===== src/hw/rtl/ptt_pkg.sv =====
// ----------------------------------------------------------------------------
// Periodic timer table package
// Word types, timer entry layout and code constants shared by the timer
// table modules.
// ----------------------------------------------------------------------------
`default_nettype none

package ptt_pkg;

	localparam int TIMERS_PER_BANK_DEF = 16;
	localparam int MAX_RESULTS         = 32;
	localparam int FIRE_CNT_W          = $clog2(MAX_RESULTS + 1);

	// Command codes of an input word.
	localparam logic [1:0] CMD_CREATE  = 2'd0;
	localparam logic [1:0] CMD_DESTROY = 2'd1;
	localparam logic [1:0] CMD_TICK    = 2'd2;

	// Kind codes of a result word.
	localparam logic [1:0] KIND_CREATE  = 2'd0;
	localparam logic [1:0] KIND_DESTROY = 2'd1;
	localparam logic [1:0] KIND_FIRED   = 2'd2;

	// Status codes of a result word.
	localparam logic [1:0] STAT_OK         = 2'd0;
	localparam logic [1:0] STAT_NOT_ACTIVE = 2'd1;
	localparam logic [1:0] STAT_FULL       = 2'd2;

	typedef struct packed {
		logic [1:0]  cmd;
		logic        bank;
		logic [31:0] period_ms;
		logic [31:0] handler_address;
		logic [3:0]  timer_id;
		logic [31:0] tick_ms;
	} ptt_in_t;

	typedef struct packed {
		logic [1:0]  kind;
		logic [1:0]  status;
		logic [3:0]  slot_index;
		logic        fired_bank;
		logic [31:0] target_address;
		logic        last;
	} ptt_out_t;

	// One timer slot as it travels around the ring.
	typedef struct packed {
		logic        active;
		logic [31:0] period;
		logic [31:0] elapsed;
		logic [31:0] handler;
	} ptt_entry_t;

	// Operation latched for the duration of one sweep.
	typedef struct packed {
		logic [1:0]  cmd;
		logic        bank;
		logic [31:0] period;
		logic [31:0] handler;
		logic [31:0] delta;
	} ptt_op_t;

	// What the sequencer tells the head about the slot now at the head.
	typedef struct packed {
		logic bank;
		logic id_match;
		logic found;
	} ptt_step_t;

	// What the head reports back about that slot.
	typedef struct packed {
		logic fire;
		logic create_hit;
		logic destroy_hit;
	} ptt_head_res_t;

endpackage

`default_nettype wire


===== src/hw/rtl/ptt_cell.sv =====
// ----------------------------------------------------------------------------
// Timer ring cell
// Holds one timer slot and takes its neighbor's slot when the ring shifts.
// ----------------------------------------------------------------------------
`default_nettype none

module ptt_cell (
	input  wire logic              clk,
	input  wire logic              arst_n,
	input  wire logic              shift,
	input  wire ptt_pkg::ptt_entry_t d,
	output ptt_pkg::ptt_entry_t    q
);
	import ptt_pkg::*;

	logic        active_q;
	logic [31:0] period_q;
	logic [31:0] elapsed_q;
	logic [31:0] handler_q;

	// Only the active flag is reset; the stored values are read only when active.
	always_ff @(posedge clk or negedge arst_n) begin
		if (!arst_n) begin
			active_q <= 1'b0;
		end else if (shift) begin
			active_q <= d.active;
		end
	end

	always_ff @(posedge clk) begin
		if (shift) begin
			period_q  <= d.period;
			elapsed_q <= d.elapsed;
			handler_q <= d.handler;
		end
	end

	assign q = '{active: active_q, period: period_q, elapsed: elapsed_q, handler: handler_q};

endmodule

`default_nettype wire


===== src/hw/rtl/ptt_head.sv =====
// ----------------------------------------------------------------------------
// Timer ring head
// Applies the current operation to the slot that passes the head of the ring.
// ----------------------------------------------------------------------------
`default_nettype none

module ptt_head (
	input  wire ptt_pkg::ptt_op_t    op,
	input  wire ptt_pkg::ptt_step_t  step,
	input  wire ptt_pkg::ptt_entry_t cur,
	output ptt_pkg::ptt_entry_t      nxt,
	output ptt_pkg::ptt_head_res_t   res
);
	import ptt_pkg::*;

	logic [32:0] sum;
	logic [31:0] sat;

	// The elapsed count saturates instead of wrapping.
	assign sum = {1'b0, cur.elapsed} + {1'b0, op.delta};
	assign sat = sum[32] ? '1 : sum[31:0];

	always_comb begin
		nxt = cur;
		res = '0;
		case (op.cmd)
			CMD_TICK: begin
				if (cur.active) begin
					if (sat >= cur.period) begin
						res.fire    = 1'b1;
						nxt.elapsed = '0;
					end else begin
						nxt.elapsed = sat;
					end
				end
			end
			CMD_CREATE: begin
				if (!cur.active && step.bank == op.bank && !step.found) begin
					nxt.active     = 1'b1;
					nxt.period     = op.period;
					nxt.elapsed    = '0;
					nxt.handler    = op.handler;
					res.create_hit = 1'b1;
				end
			end
			CMD_DESTROY: begin
				if (cur.active && step.bank == op.bank && step.id_match) begin
					nxt.active      = 1'b0;
					res.destroy_hit = 1'b1;
				end
			end
			default: begin
			end
		endcase
	end

endmodule

`default_nettype wire


===== src/hw/rtl/periodic_timer_table.sv =====
// ----------------------------------------------------------------------------
// Periodic timer table
// Two banks of periodic timers kept in a rotating ring of slot cells.
// ----------------------------------------------------------------------------
// The block holds 2*TIMERS_PER_BANK timers (gui bank first, then the plain
// bank) in a ring of cells. Every input word is served by one full rotation
// of the ring: each cycle, unless a new fire must wait for a full output
// register, the slot at the head passes through the head logic, which
// creates, destroys or advances it, and moves on to the tail. A final state
// then delivers the word's last result, if it has one, and the block returns
// to idle before it can take the next word. One word is worked on at a time;
// req_stall is high from acceptance until the word's final result has been
// loaded into the output register, and that register lets the next word
// enter while a result still waits. A create picks the lowest free slot
// of its bank, a destroy frees one slot, and a tick adds the elapsed
// milliseconds (zero counts as one, saturating) to every active timer and
// reports each timer that reaches its period, in ring order, up to 32 per
// tick. The last result of a word has last set. A fired report is held back
// one step so that last can be set on it once the sweep shows no later timer
// fires.
// ----------------------------------------------------------------------------
`default_nettype none

module periodic_timer_table #(
	parameter int TIMERS_PER_BANK = ptt_pkg::TIMERS_PER_BANK_DEF
) (
	input  wire logic             clk,
	input  wire logic             arst_n,
	input  wire logic             req_valid,
	output logic                  req_stall,
	input  wire ptt_pkg::ptt_in_t req,
	output logic                  rsp_valid,
	input  wire logic             rsp_stall,
	output ptt_pkg::ptt_out_t     rsp
);
	import ptt_pkg::*;

	localparam int SLOTS = 2 * TIMERS_PER_BANK;
	localparam int KW    = $clog2(SLOTS);
	localparam int SW    = (TIMERS_PER_BANK > 1) ? $clog2(TIMERS_PER_BANK) : 1;

	typedef enum logic [2:0] {
		ST_IDLE  = 3'b001,
		ST_SWEEP = 3'b010,
		ST_FINAL = 3'b100
	} state_t;

	state_t          state_q;
	logic [KW-1:0]   k_q;
	ptt_op_t         op_q;
	logic [3:0]      id_q;
	logic            found_q;
	logic [3:0]      found_slot_q;
	logic            hit_q;
	logic [FIRE_CNT_W-1:0] fire_cnt_q;
	logic            pend_v_q;
	ptt_out_t        pend_q;
	logic            out_v_q;
	ptt_out_t        out_q;

	ptt_entry_t      cell_q [SLOTS];
	ptt_entry_t      head_nxt;
	ptt_head_res_t   head_res;
	ptt_step_t       step;

	logic            step_bank;
	logic [KW-1:0]   step_pos;
	logic [SW-1:0]   step_slot;
	logic            last_step;
	logic            report;
	logic            out_free;
	logic            advance;
	logic            final_done;
	logic            out_load;
	ptt_out_t        out_word;
	ptt_out_t        fire_word;
	logic            accept;

	// The gui bank occupies the first half of the ring order.
	assign step_bank = (k_q < KW'(TIMERS_PER_BANK));
	assign step_pos  = step_bank ? k_q : k_q - KW'(TIMERS_PER_BANK);
	assign step_slot = SW'(step_pos);
	assign last_step = (k_q == KW'(SLOTS - 1));

	assign step = '{
		bank:     step_bank,
		id_match: (32'(step_slot) == 32'(id_q)),
		found:    found_q
	};

	ptt_head u_head (
		.op  (op_q),
		.step(step),
		.cur (cell_q[0]),
		.nxt (head_nxt),
		.res (head_res)
	);

	// The ring: each cell takes its upper neighbor, the tail takes the head result.
	for (genvar i = 0; i < SLOTS; i++) begin : g_cell
		if (i == SLOTS - 1) begin : g_tail
			ptt_cell u_cell (
				.clk   (clk),
				.arst_n(arst_n),
				.shift (advance),
				.d     (head_nxt),
				.q     (cell_q[i])
			);
		end else begin : g_body
			ptt_cell u_cell (
				.clk   (clk),
				.arst_n(arst_n),
				.shift (advance),
				.d     (cell_q[i + 1]),
				.q     (cell_q[i])
			);
		end
	end

	assign accept   = req_valid && !req_stall;
	assign req_stall = (state_q != ST_IDLE);
	assign out_free = !out_v_q || !rsp_stall;
	assign report   = head_res.fire && (fire_cnt_q < FIRE_CNT_W'(MAX_RESULTS));

	// A new fire while one is pending pushes the pending one out first.
	assign advance = (state_q == ST_SWEEP) && (!(report && pend_v_q) || out_free);

	assign fire_word = '{
		kind:           KIND_FIRED,
		status:         STAT_OK,
		slot_index:     4'(step_slot),
		fired_bank:     step_bank,
		target_address: cell_q[0].handler,
		last:           1'b0
	};

	always_comb begin
		out_load   = 1'b0;
		out_word   = pend_q;
		final_done = 1'b0;
		if (state_q == ST_SWEEP) begin
			if (advance && report && pend_v_q) begin
				out_load = 1'b1;
			end
		end else if (state_q == ST_FINAL) begin
			case (op_q.cmd)
				CMD_TICK: begin
					out_word.last = 1'b1;
					out_load      = pend_v_q && out_free;
					final_done    = !pend_v_q || out_free;
				end
				CMD_CREATE: begin
					out_word = '{
						kind:           KIND_CREATE,
						status:         found_q ? STAT_OK : STAT_FULL,
						slot_index:     found_q ? found_slot_q : 4'd0,
						fired_bank:     op_q.bank,
						target_address: 32'd0,
						last:           1'b1
					};
					out_load   = out_free;
					final_done = out_free;
				end
				CMD_DESTROY: begin
					out_word = '{
						kind:           KIND_DESTROY,
						status:         hit_q ? STAT_OK : STAT_NOT_ACTIVE,
						slot_index:     id_q,
						fired_bank:     op_q.bank,
						target_address: 32'd0,
						last:           1'b1
					};
					out_load   = out_free;
					final_done = out_free;
				end
				default: begin
					final_done = 1'b1;
				end
			endcase
		end
	end

	// Sequencer and per-word bookkeeping.
	always_ff @(posedge clk or negedge arst_n) begin
		if (!arst_n) begin
			state_q    <= ST_IDLE;
			k_q        <= '0;
			found_q    <= 1'b0;
			hit_q      <= 1'b0;
			fire_cnt_q <= '0;
			pend_v_q   <= 1'b0;
		end else begin
			case (state_q)
				ST_IDLE: begin
					if (accept) begin
						state_q    <= ST_SWEEP;
						k_q        <= '0;
						found_q    <= 1'b0;
						hit_q      <= 1'b0;
						fire_cnt_q <= '0;
						pend_v_q   <= 1'b0;
					end
				end
				ST_SWEEP: begin
					if (advance) begin
						k_q <= k_q + KW'(1);
						if (head_res.create_hit) begin
							found_q <= 1'b1;
						end
						if (head_res.destroy_hit) begin
							hit_q <= 1'b1;
						end
						if (report) begin
							pend_v_q   <= 1'b1;
							fire_cnt_q <= fire_cnt_q + FIRE_CNT_W'(1);
						end
						if (last_step) begin
							state_q <= ST_FINAL;
						end
					end
				end
				ST_FINAL: begin
					if (final_done) begin
						state_q  <= ST_IDLE;
						pend_v_q <= 1'b0;
					end
				end
				default: begin
					state_q <= ST_IDLE;
				end
			endcase
		end
	end

	always_ff @(posedge clk) begin
		if (accept) begin
			op_q.cmd     <= req.cmd;
			op_q.bank    <= req.bank;
			op_q.period  <= req.period_ms;
			op_q.handler <= req.handler_address;
			op_q.delta   <= (req.tick_ms == 32'd0) ? 32'd1 : req.tick_ms;
			id_q         <= req.timer_id;
		end
		if (advance && head_res.create_hit) begin
			found_slot_q <= 4'(step_slot);
		end
		if (advance && report) begin
			pend_q <= fire_word;
		end
	end

	// Output register.
	always_ff @(posedge clk or negedge arst_n) begin
		if (!arst_n) begin
			out_v_q <= 1'b0;
		end else if (out_load) begin
			out_v_q <= 1'b1;
		end else if (!rsp_stall) begin
			out_v_q <= 1'b0;
		end
	end

	always_ff @(posedge clk) begin
		if (out_load) begin
			out_q <= out_word;
		end
	end

	assign rsp_valid = out_v_q;
	assign rsp       = out_q;

endmodule

`default_nettype wire


===== config.mk =====
export PLATFORM = sky130hd
export DESIGN_NAME = periodic_timer_table
export DESIGN_NICKNAME = d
export VERILOG_FILES = /design/src/hw/rtl/ptt_pkg.sv /design/src/hw/rtl/ptt_cell.sv /design/src/hw/rtl/ptt_head.sv /design/src/hw/rtl/periodic_timer_table.sv
export SDC_FILE = /design/constraint.sdc
export NUM_CORES = 2
export LEC_CHECK = 0
export ABC_AREA = 1
export CAP_MARGIN = 0
export CORE_MARGIN = 8
export CORE_UTILIZATION = 51
export CTS_BUF_LIST = sky130_fd_sc_hd__clkbuf_4
export CTS_CLUSTER_SIZE = 28
export DETAILED_ROUTE_END_ITERATION = 7
export DONT_BUFFER_PORTS = 1
export GPL_ROUTABILITY_DRIVEN = 0
export PLACE_DENSITY = 0.64
export SYNTH_ARGS = -nofsm -noshare
export SYNTH_HDL_FRONTEND = slang
export SYNTH_SLANG_ARGS = --single-unit

===== constraint.sdc =====
create_clock -name clk -period 60.7 [get_ports clk]
set_clock_uncertainty 0.15 [all_clocks]
set_input_delay 6.07 -clock clk [delete_from_list [all_inputs] [get_ports clk]]
set_output_delay 6.07 -clock clk [all_outputs]
set_load 0.01 [all_outputs]

==> metrics.md <==
| Metric | Value |
|---|---|
| Run status | `complete, no violations` |
| Maximum VDD drop | `36.03 uV` |
| Full die area | `221,600 um^2` |
| Post-synth EDFFs | `~3,300` |
| Reg2reg start | `g_cell[0].g_body.u_cell.elapsed_q[0]` |
| Avg Cell Area, Syn | `22.71 um^2` |
| Area contributors post-synth | `edfxtp_1, nand2_1, dfrtp_1, ha_1, inv_1` |
| R2R Path End | `g_cell[26].g_body.u_cell.handler_q[24]` |
| Slew @ Worst Pin | `1.177 ns` |
| Final min period | `12.29 ns` |
| Vias in the first global route | `42,880` |
| Share of layout cells above drive strength 1 | `between 20% and 30%` |
| Placed Instances | `7,314` |
| CTS tree | `yes` |
| Power Dens Cells | `47.33 nW/um^2` |
| Chip width | `470.8 um` |
| Worst Hold Class | `flip-flop to flip-flop` |
| WL final | `approximately 160,000 um` |
| Antenna Nets Post-Route | `0` |
| Yosys top cell area share | `between 90% and 100%` |
| Leakage | `40.21 nW` |
| Post-CTS Setup Repair Bufs | `0` |
| Fin cells | `8,683` |
| Vias/cell | `between 4 and 5` |
| DRC violations left | `0` |
| Reg-to-reg slack, setup | `49.36 ns` |
| Worst setup path startpoint | `rsp_stall` |
| GRT Total Usage | `between 10% and 20%` |
| FF-to-FF path depth | `31` |
| Cell with the most instances after synthesis | `edfxtp_1` |
| FILL cells | `15,070` |
| Post-Syn Area | `around 110,000 um^2` |
| Fmax | `roughly 81 MHz` |
| Clk slew on worst S/H paths | `0.06 ns` |
| Hold Vio Cnt, Final | `0` |
| Syn nets | `between 4,000 and 5,000` |
| Worst slew margin | `21.55%` |
| Largest net degree at the start of global routing | `237` |
| Post-synth top cells | `edfxtp_1, nand2_1, inv_1` |
| Clock Tree Buf Depth | `4` |
| Gate Count Post-Synth | `4,645` |
| Core Footprint | `206,400 um^2` |
| TritonCTS Buffers | `791` |
| Hold depth | `0` |
| Startpoint type of the worst setup path | `input port` |
| Synth cell types | `40` |
| Worst setup margin | `between 40 and 50 ns` |
| Register area share after synthesis | `93.94%` |
| DR iter-0 viols | `3,753` |
| Total grt overflow | `0` |
| # IOs | `approximately 150` |
| WS Path Type | `input port to flip-flop` |
| WP data arrival | `13.14 ns` |
| Initial antenna violation count | `8` |
| Hold Path Sink | `g_cell[30].g_body.u_cell.period_q[30]` |
| Final setup TNS | `0 ns` |
| Syn. warnings | `0` |
| Std-Cell Rows | `167` |
| FF+latch count, synth | `3,308` |
| Die Y | `470.8 um` |
| Crit end category | `flip-flop` |
| Hold path startpoint | `g_cell[31].g_tail.u_cell.period_q[30]` |
| Hold buffers post-CTS | `0` |
| Clock Latency Late Sink | `1.38 ns` |
| Layout area overhead | `12.55%` |
| DP Worst Slack | `46.75 ns` |
| Slew Viols, Final | `0` |
| Clock Sinks | `3,308` |
| Final setup violation count | `0` |
| Synth Flop Type | `edfxtp_1` |
| H-Tree Depth | `6` |
| Final #Nets | `5,578` |
| First-pass GRT wire length | `246,200 um` |
| Hpwl dp | `85,370 um` |
| RSZ-0062 raised after global routing | `no` |
| DR WL/cell | `roughly 18 um` |
| Synth async-reset ratio | `1.511%` |
| CTS resizes | `0` |
| Port bufs | `0` |
| Max_cap viols | `0` |
| Drt pass-1 iters | `6` |
| Worst Path Required | `61.55 ns` |
| Area leader, netlist | `edfxtp_1` |
| Tcrit/Tclk final | `20.25%` |
| Clock root buffer master | `clkbuf_4` |
| CP Max Fanout | `201` |
| Via Count | `42,590` |
| Starting Density | `between 50% and 60%` |
| WHS | `0.1878 ns` |
layer usage:
| metal | share of wire [%] | global-route usage [%] |
|---|---|---|
| met1 | 45 | 20.49 |
| met2 | 45 | 20.59 |
| met3 | 5.7 | 4.216 |
| met4 | 3.4 | 6.883 |
| met5 | 0.0081 | 0 |
power by group:
part           internal [W]  switching, W  leakage [nW]
Clock              0.000910      0.000829          5.84
Sequential          0.00324      0.000139          30.6
Combinational     0.0000797      0.000421          3.73
cells by family (layout without fill, tap and decap cells):
kind of cell    after synthesis  count (layout)  share of synthesized area [%]
xor+xnor                     22              22                         0.1827
fa+ha+maj                    68              68                         0.8137
compound gates              211             211                          1.064
flops                      3308            3308                          93.94
simple gates                779             779                          3.041
buf+inv                     257            1581                         0.9631
other cells                   0              10                              0
registers in the layout, indices dropped and copies added (netlist names):
signal / flops
g_cell.g_body.u_cell.elapsed_q: 992
g_cell.g_body.u_cell.handler_q: 992
g_cell.g_body.u_cell.period_q: 992
op_q: 99
rsp: 42
pend_q: 37
g_cell.g_tail.u_cell.elapsed_q: 32
g_cell.g_tail.u_cell.handler_q: 32
g_cell.g_tail.u_cell.period_q: 32
g_cell.g_body.u_cell.active_q: 31
fire_cnt_q: 6
k_q: 5
found_slot_q: 4
id_q: 4
state_q: 3
found_q: 1
g_cell.g_tail.u_cell.active_q: 1
hit_q: 1
pend_v_q: 1
rsp_valid: 1
worst max path at each step:
| stage | end | slack [ns] | cells after the start |
|---|---|---|---|
| after global routing | g_cell[12].g_body.u_cell.handler_q[27] | 47.87 | 11 |
| after floorplan | g_cell[0].g_body.u_cell.elapsed_q[0] | 33.01 | 6 |
| after global placement | g_cell[12].g_body.u_cell.handler_q[29] | 47.12 | 11 |
| final | g_cell[26].g_body.u_cell.handler_q[24] | 48.41 | 11 |
| after CTS | g_cell[12].g_body.u_cell.handler_q[27] | 48.47 | 11 |
| after detailed placement | g_cell[10].g_body.u_cell.handler_q[29] | 46.75 | 11 |
stage by stage:
stage                     area, um^2  util [%]  power, W
after floorplan               105500         -  0.004233
final                         118700     57.51  0.005619
after global placement        108900     52.76  0.003909
after global routing          118700     57.50  0.005914
after CTS                     118700     57.49  0.005715
after detailed placement      108900     52.76  0.003935
worst max-delay path: stages:
cell	delay, ns
nand2_1	0.18
nor2_1	0.10
nand2_1	0.10
nand2_2	0.41
inv_8	0.75
buf_12	0.73
buf_4	0.86
buf_4	0.91
buf_4	0.95
buf_4	0.83
buf_4	0.84
final cells by class:
class	instances	area (um^2)	area share [%]
diodes	10	25.02	0.02108
clock buffers	1158	8693	7.323
clock inverters	201	1081	0.9106
inverters	183	699.4	0.5891
multi-input cells	1080	5408	4.555
flip-flops and latches	3308	99090	83.46
well taps	2704	3383	2.850
repair buffers	39	342.8	0.2888
placed cells by master, fill, tap and decap left out, drive strengths merged, types with 7 or more instances in the layout:
master and n:
edfxtp 3258, clkbuf 1158, nand2 513, inv 195, clkinv 173, nor2 139
o21ai 116, a21oi 83, nand3 68, ha 67, dfrtp 49, buf 39
nand4 22, xor2 18, nor3 12, nor4 12, or2 11, diode 10
bufinv 9, clkinvlp 7
Note: power is estimated with default switching activity, not from simulation.
